--- config.mk ---
export PLATFORM = sky130hd
export DESIGN_NAME = membership_failure_detector_core
export DESIGN_NICKNAME = d
export VERILOG_FILES = /design/src/hdl/mfd_pkg.sv /design/src/hdl/membership_failure_detector_core.sv
export SDC_FILE = /design/constraint.sdc
export NUM_CORES = 2
export LEC_CHECK = 0
export BUFFER_PORTS_ARGS = -buffer_cell sky130_fd_sc_hd__buf_2
export CELL_PAD_IN_SITES_DETAIL_PLACEMENT = 1
export CELL_PAD_IN_SITES_GLOBAL_PLACEMENT = 1
export CORE_ASPECT_RATIO = 0.9
export CORE_MARGIN = 2
export CORE_UTILIZATION = 42
export DETAILED_ROUTE_END_ITERATION = 6
export GPL_TIMING_DRIVEN = 0
export PLACE_DENSITY = 0.66
export SYNTH_ARGS = -nofsm -noshare
export SYNTH_HDL_FRONTEND = slang
export SYNTH_SLANG_ARGS = --single-unit
export TNS_END_PERCENT = 30
--- constraint.sdc ---
create_clock -name clk -period 6 [get_ports clk]
set_clock_uncertainty 0.1 [all_clocks]
set_input_delay 1.2 -clock clk [delete_from_list [all_inputs] [get_ports clk]]
set_output_delay 1.2 -clock clk [all_outputs]
set_load 0.005 [all_outputs]
--- src/hdl/mfd_pkg.sv ---
// Shared constants, codes and types for the membership failure detector.
// No dependencies; imported by membership_failure_detector_core.
package mfd_pkg;

  localparam int MAX_MEMBERS = 32;
  localparam int TIME_BITS   = 32;
  localparam int COUNT_BITS  = 8;

  localparam int IDX_BITS    = (MAX_MEMBERS > 1) ? $clog2(MAX_MEMBERS) : 1;
  localparam int CNT_BITS    = $clog2(MAX_MEMBERS + 1);
  localparam int CMP_BITS    = (COUNT_BITS > 8) ? COUNT_BITS : 8;

  localparam logic [15:0] TIMEOUT_RESET = 16'd1000;
  localparam logic [7:0]  FAILURES_RESET = 8'd3;
  localparam logic [5:0]  MEMBERS_RESET = 6'd0;

  typedef enum logic [1:0] {
    OP_PING   = 2'd0,
    OP_ACK    = 2'd1,
    OP_DETECT = 2'd2,
    OP_STATUS = 2'd3
  } op_t;

  typedef enum logic [1:0] {
    REG_TIMEOUT  = 2'd0,
    REG_FAILURES = 2'd1,
    REG_MEMBERS  = 2'd2,
    REG_NONE     = 2'd3
  } reg_idx_t;

  localparam logic [1:0] ST_ALIVE      = 2'd0;
  localparam logic [1:0] ST_SUSPICIOUS = 2'd1;
  localparam logic [1:0] ST_DEAD       = 2'd2;

endpackage

--- src/hdl/membership_failure_detector_core.sv ---
// Per-member failure-detector table with a sequenced detect scan; depends on mfd_pkg.
// Ping, ack and set status are accepted whenever start is high and busy is low, return no beat and keep busy low.
// Detect holds busy while one shared subtract-and-compare unit judges each entry in use
// in turn (ping time read from memory, then evaluate), followed by a flush state.
// Event beats strobe during the scan; the final beat shows in the cycle busy falls, and
// the receiver cannot stall. Synchronous reset clears all but ping times and data registers.
module membership_failure_detector_core
  import mfd_pkg::*;
(
  input  logic        clk,
  input  logic        rst,
  input  logic        start,
  output logic        busy,
  input  logic [1:0]  operation,
  input  logic [4:0]  member,
  input  logic [31:0] now_ms,
  input  logic [1:0]  new_status,
  input  logic        config_write,
  input  logic [1:0]  config_index,
  input  logic [15:0] config_data,
  output logic        result_strobe,
  output logic [4:0]  event_member,
  output logic [1:0]  event_status,
  output logic        event_valid,
  output logic        last
);

  typedef enum logic [1:0] {
    S_IDLE,
    S_READ,
    S_EVAL,
    S_FLUSH
  } state_t;

  state_t state;

  logic [15:0] timeout_ms;
  logic [7:0]  failures_before_dead;
  logic [5:0]  member_count;

  logic                  waiting_flag [MAX_MEMBERS];
  logic [COUNT_BITS-1:0] failure_count [MAX_MEMBERS];
  logic [1:0]            member_status [MAX_MEMBERS];
  logic [TIME_BITS-1:0]  ping_mem [MAX_MEMBERS];

  logic [TIME_BITS-1:0]  ping_rd;
  logic [TIME_BITS-1:0]  now_reg;
  logic [CNT_BITS-1:0]   scan_idx;
  logic [CNT_BITS-1:0]   used;
  logic [IDX_BITS-1:0]   pend_member;
  logic [1:0]            pend_status;
  logic                  pend_valid;

  logic                  accept;
  logic [IDX_BITS-1:0]   member_idx;
  logic                  member_ok;
  logic [CNT_BITS-1:0]   used_next;
  logic [CNT_BITS-1:0]   scan_idx_next;
  logic [IDX_BITS-1:0]   cur;
  logic [TIME_BITS-1:0]  diff;
  logic                  expired;
  logic [1:0]            judged;
  logic                  worse;

  assign busy       = (state != S_IDLE);
  assign accept     = start && !busy;
  assign member_idx = IDX_BITS'(member);
  assign member_ok  = (int'(member) < MAX_MEMBERS);
  assign used_next  = (int'(member_count) > MAX_MEMBERS) ? CNT_BITS'(MAX_MEMBERS)
                                                         : CNT_BITS'(member_count);
  assign scan_idx_next = scan_idx + 1'b1;
  assign cur           = scan_idx[IDX_BITS-1:0];

  // The shared unit: modular elapsed time against the timeout.
  assign diff    = now_reg - ping_rd;
  assign expired = waiting_flag[cur] && (diff > TIME_BITS'(timeout_ms));
  assign judged  = (CMP_BITS'(failure_count[cur]) >= CMP_BITS'(failures_before_dead))
                   ? ST_DEAD : ST_SUSPICIOUS;
  assign worse   = expired && (judged > member_status[cur]);

  always_ff @(posedge clk) begin
    if (accept && (op_t'(operation) == OP_PING) && member_ok) begin
      ping_mem[member_idx] <= now_ms[TIME_BITS-1:0];
    end
    if (state == S_READ) begin
      ping_rd <= ping_mem[cur];
    end
  end

  always_ff @(posedge clk) begin
    if (rst) begin
      state                <= S_IDLE;
      timeout_ms           <= TIMEOUT_RESET;
      failures_before_dead <= FAILURES_RESET;
      member_count         <= MEMBERS_RESET;
      pend_valid           <= 1'b0;
      result_strobe        <= 1'b0;
      event_valid          <= 1'b0;
      last                 <= 1'b0;
      scan_idx             <= '0;
      used                 <= '0;
      for (int i = 0; i < MAX_MEMBERS; i++) begin
        waiting_flag[i]  <= 1'b0;
        failure_count[i] <= '0;
        member_status[i] <= ST_ALIVE;
      end
    end else begin
      result_strobe <= 1'b0;
      if (config_write) begin
        case (reg_idx_t'(config_index))
          REG_TIMEOUT:  timeout_ms           <= config_data;
          REG_FAILURES: failures_before_dead <= config_data[7:0];
          REG_MEMBERS:  member_count         <= config_data[5:0];
          default: ;
        endcase
      end
      case (state)
        S_IDLE: begin
          if (accept) begin
            case (op_t'(operation))
              OP_PING: begin
                if (member_ok) begin
                  waiting_flag[member_idx] <= 1'b1;
                end
              end
              OP_ACK: begin
                if (member_ok) begin
                  waiting_flag[member_idx]  <= 1'b0;
                  failure_count[member_idx] <= '0;
                end
              end
              OP_STATUS: begin
                if (member_ok) begin
                  member_status[member_idx] <= (new_status > ST_DEAD) ? ST_DEAD
                                                                      : new_status;
                end
              end
              OP_DETECT: begin
                now_reg    <= now_ms[TIME_BITS-1:0];
                used       <= used_next;
                scan_idx   <= '0;
                pend_valid <= 1'b0;
                state      <= (used_next == '0) ? S_FLUSH : S_READ;
              end
              default: ;
            endcase
          end
        end
        S_READ: begin
          state <= S_EVAL;
        end
        S_EVAL: begin
          if (expired) begin
            waiting_flag[cur] <= 1'b0;
            if (failure_count[cur] != '1) begin
              failure_count[cur] <= failure_count[cur] + 1'b1;
            end
          end
          if (worse) begin
            member_status[cur] <= judged;
            // An earlier event is known not to be the last one now.
            if (pend_valid) begin
              result_strobe <= 1'b1;
              event_member  <= 5'(pend_member);
              event_status  <= pend_status;
              event_valid   <= 1'b1;
              last          <= 1'b0;
            end
            pend_valid  <= 1'b1;
            pend_member <= cur;
            pend_status <= judged;
          end
          scan_idx <= scan_idx_next;
          state    <= (scan_idx_next == used) ? S_FLUSH : S_READ;
        end
        S_FLUSH: begin
          result_strobe <= 1'b1;
          last          <= 1'b1;
          event_valid   <= pend_valid;
          event_member  <= pend_valid ? 5'(pend_member) : 5'd0;
          event_status  <= pend_valid ? pend_status : ST_ALIVE;
          state         <= S_IDLE;
        end
        default: begin
          state <= S_IDLE;
        end
      endcase
    end
  end

  a_scan_ends_with_last: assert property (@(posedge clk) disable iff (rst)
    (!$past(rst) && $fell(busy)) |-> (result_strobe && last))
    else $error("detect scan ended without a final beat");

  a_event_status_code: assert property (@(posedge clk) disable iff (rst)
    (result_strobe && event_valid) |-> (event_status == ST_SUSPICIOUS ||
                                        event_status == ST_DEAD))
    else $error("event beat carries an invalid status");

  a_empty_beat: assert property (@(posedge clk) disable iff (rst)
    (result_strobe && !event_valid) |->
      (last && event_member == 5'd0 && event_status == ST_ALIVE))
    else $error("empty beat is malformed");

  a_detect_goes_busy: assert property (@(posedge clk) disable iff (rst)
    (accept && op_t'(operation) == OP_DETECT) |=> busy)
    else $error("detect accepted without starting a scan");

  a_mid_scan_beat: assert property (@(posedge clk) disable iff (rst)
    (result_strobe && !last) |-> busy)
    else $error("non-final beat outside a scan");

endmodule

==> metrics.cfg <==
[clock_tree]
clock_sinks = 1507
clk_latency_ns = 0.82
clk_pin_slew_ns = 0.06
clockBufferDepth = 3
tritoncts = built
cts_buffers = 156
root_buffer = clkbuf_16
h-tree-depth = 4

[floorplan]
die_x_um = 414.4
rows = 135
io_pins = 74
fp.dieH_um = 373.4
core-area_um2 = 150500
start_util_pct = 42.30
dieArea_um2 = 154700

[yosys]
syn_nets = 3709
async_reset_ff_share_pct = 0
ys_top_cells_by_area = edfxtp_1 69%, mux4_2 15%, nor2_1 2.6%
yosys.area.top_type = edfxtp_1
syn_area_um2 = 63670
yosysWarningCount = 0
yosysTopAreaCellShare_pct = 68.58
synth-edff-count = 1454
avgSynthCellArea_um2 = 17.75
ys_seq_area_share_pct = 70.24
synth_ff_type = edfxtp_1
synth.distinct_cells = 77
ys_seq_elements = 1507
synthCells = 3586

[route]
ant_nets = 0
vias = 36140
drt_first_pass_iters = 5
routedWlPerCell_um = 31.80
totalWireLength_mm = 190.5
route.detailed.drc = 0
viasPerCell = 6.032
initialDrtViolationCount = 3815

[status]
status = finished, final reports clean

[layout]
drive_gt1_share_pct = 27.08
fin_cells = 5991
utilization_pct = 48.81
areaGrowthSynthToFinish_pct = 15.39
reg.largest.list = ping_mem: 1024 flops, failure_count: 256 flops, member_status: 64 flops
layout_common_cells = 1454 x edfxtp_1, 430 x mux4_2, 416 x nor2_1
top_register = ping_mem
layout_commonest_cell = edfxtp_1
largest_reg_flops = 1024
final_nets = 4004

[setup_path]
crit_arrival_ns = 6.38
path_max_fanout = 10
rr_endpoint = member_status[1][1]$_SDFFCE_PN0P_
ff2ff_setup_slack_ns = 0.04
critical_path_class = register to register
crit_end = member_status[1][1]$_SDFFCE_PN0P_
rr_worst_depth = 24
worstPathRequired_ns = 6.42
critPathCaptureType = register
start_kind = register

[timing]
fin_crit_sh_pct = 99.31
tightest_slew_ns = 1.407
rsz0062_at_grt = true
max_freq_mhz = 167.8
slew_violations = 0
setup_viol = 0
post-route-min-period_ns = 5.958
finalHoldViolCount = 0
relSlewSlack_pct = 6.176

[grt]
grt_pass1_vias = 37710
antenna_found_initial = 8
grt_overflow_total = 0
grt_util_met1_pct = 35.87
grt.met3_usage_pct = 4.251
grt_use_total_pct = 24.70
grt_use_met2_pct = 38.57
busiest_layer = met2
grt_pass1_wl_mm = 275.6
grt_start_max_net_pins = 34

[pwr]
irDropWorstVdd_v = 0.0003135
p_leak_nw = 22.77
powerDensity_nw_per_um2 = 306.2

[place]
dp_hpwl_mm = 134.5
gp_congestion = 0.9463
placedCellCount = 5679
portBuffers = 73

[job]
cap_violations = 0

[hold_path]
hold_path.class = register to register

[where the power goes]
| part | leakage, nW | switching [mW] | internal [mW] |
|---|---|---|---|
| combinational | 6.49 | 0.925 | 0.583 |
| clock | 2.31 | 4.25 | 5.04 |
| sequential | 14.0 | 0.0432 | 11.6 |
[layout make-up]
class	count	area [um2]
Sequential cell	1507	44720
Multi-Input combinational cell	1772	18610
Tap cell	1986	2485
Clock buffer	187	4020
Antenna cell	2	5.005
Fill cell	13930	77040
Timing Repair Buffer	138	1331
Clock inverter	93	754.5
Buffer	232	1257
Inverter	74	280.3
[critical path, cell delays in order (launching register included)]
cell      delay, ns
dfxtp_1        0.58
clkbuf_2       0.49
clkbuf_2       0.55
mux4_2         0.44
mux2i_4        0.18
buf_12         0.15
ha_1           0.21
nand2b_1       0.14
a21o_1         0.17
a21o_1         0.17
a21o_1         0.17
a21o_1         0.18
a21oi_2        0.14
nor2b_1        0.08
o21a_2         0.24
nor2_4         0.12
inv_4          0.08
ha_1           0.31
a21oi_2        0.18
and2_4         0.21
buf_8          0.15
nor4b_4        0.21
buf_6          0.21
buf_4          0.15
nor3_1         0.05
[Yosys cell counts (8+ instances only)]
master    number
nor3_1        84
clkbuf_1     133
nand2b_1      13
o211ai_1      13
a21o_1        14
a32oi_1       16
mux4_2       430
a22oi_1        8
a221o_1       18
buf_2         41
a31oi_1       28
buf_1         39
nand2_1      153
buf_6         14
nand4_1       27
a211o_1       28
ha_1          59
xor2_1         9
nor3_2         8
and3_1        10
nor2_1       449
edfxtp_1    1454
xnor2_1       27
mux2i_1       21
nor2b_1       12
o221ai_1      25
a21oi_1       97
a21oi_2       32
dfxtp_1       53
or3_1          8
and2_1        16
inv_1         71
o21ai_0       19
nand3_1       22
mux2_2        36
[worst min-delay path by stage]
stage	startpoint	end	slack, ns	cells past startpoint
3_5_place_dp	scan_idx[4]$_SDFFE_PP0P_	pend_member[4]$_DFFE_PP_	0.35	0
6_report	timeout_ms[2]$_SDFFE_PP0P_	timeout_ms[2]$_SDFFE_PP0P_	0.36	2
2_1_floorplan	scan_idx[4]$_SDFFE_PP0P_	pend_member[4]$_DFFE_PP_	0.31	0
5_1_grt	timeout_ms[13]$_SDFFE_PP0P_	timeout_ms[13]$_SDFFE_PP0P_	0.39	2
4_1_cts	timeout_ms[11]$_SDFFE_PP0P_	timeout_ms[11]$_SDFFE_PP0P_	0.36	2
3_3_place_gp	scan_idx[4]$_SDFFE_PP0P_	pend_member[4]$_DFFE_PP_	0.33	0
[stage by stage]
stage / setup WS [ns] / TNS [ns] / hold slack, ns / power, mW / instance area (um2)
6_report: 0.04156 / 0 / 0.3575 / 22.49 / 73470
5_1_grt: -0.1270 / -7.721 / 0.3852 / 23.09 / 73460
4_1_cts: 0.0006208 / 0 / 0.3600 / 22.58 / 73190
3_5_place_dp: -2.697 / -515.27 / 0.3466 / 13.34 / 67460
3_3_place_gp: -2.668 / -833.20 / 0.3305 / 13.29 / 66520
2_1_floorplan: 0.3892 / 0 / 0.3064 / 12.76 / 63670
[layer usage]
layer / vias to the layer above / share of wire [%]
li1: 14990 / -
met1: 19390 / 44
met2: 1462 / 47
met3: 295 / 7.1
met4: 8 / 2.6
met5: - / 0.027
[what timing repair did]
| action | 4_1_cts | 5_1_grt |
|---|---|---|
| buffers inserted | 23 | 5 |
| hold buffers | 0 | 0 |
| gates resized for setup | 157 | 57 |
| cloned | 1 | 1 |
| setup endpoints to repair | 676 | 668 |
| pin swaps | 9 | 22 |
[cell families (layout without fill, tap and decap cells)]
logic type | after synthesis | count (layout) | synth area share, %
XOR/XNOR | 36 | 36 | 0.4952
adder cells (fa/ha/maj) | 60 | 60 | 1.191
AO/OA/AOI/OAI | 347 | 347 | 3.917
buffers and inverters | 307 | 724 | 2.087
AND/OR/NAND/NOR | 840 | 840 | 5.831
other | 0 | 2 | 0
multiplexers | 489 | 489 | 16.23
flip-flops | 1507 | 1507 | 70.24
Power figures use the tool's default switching activity.
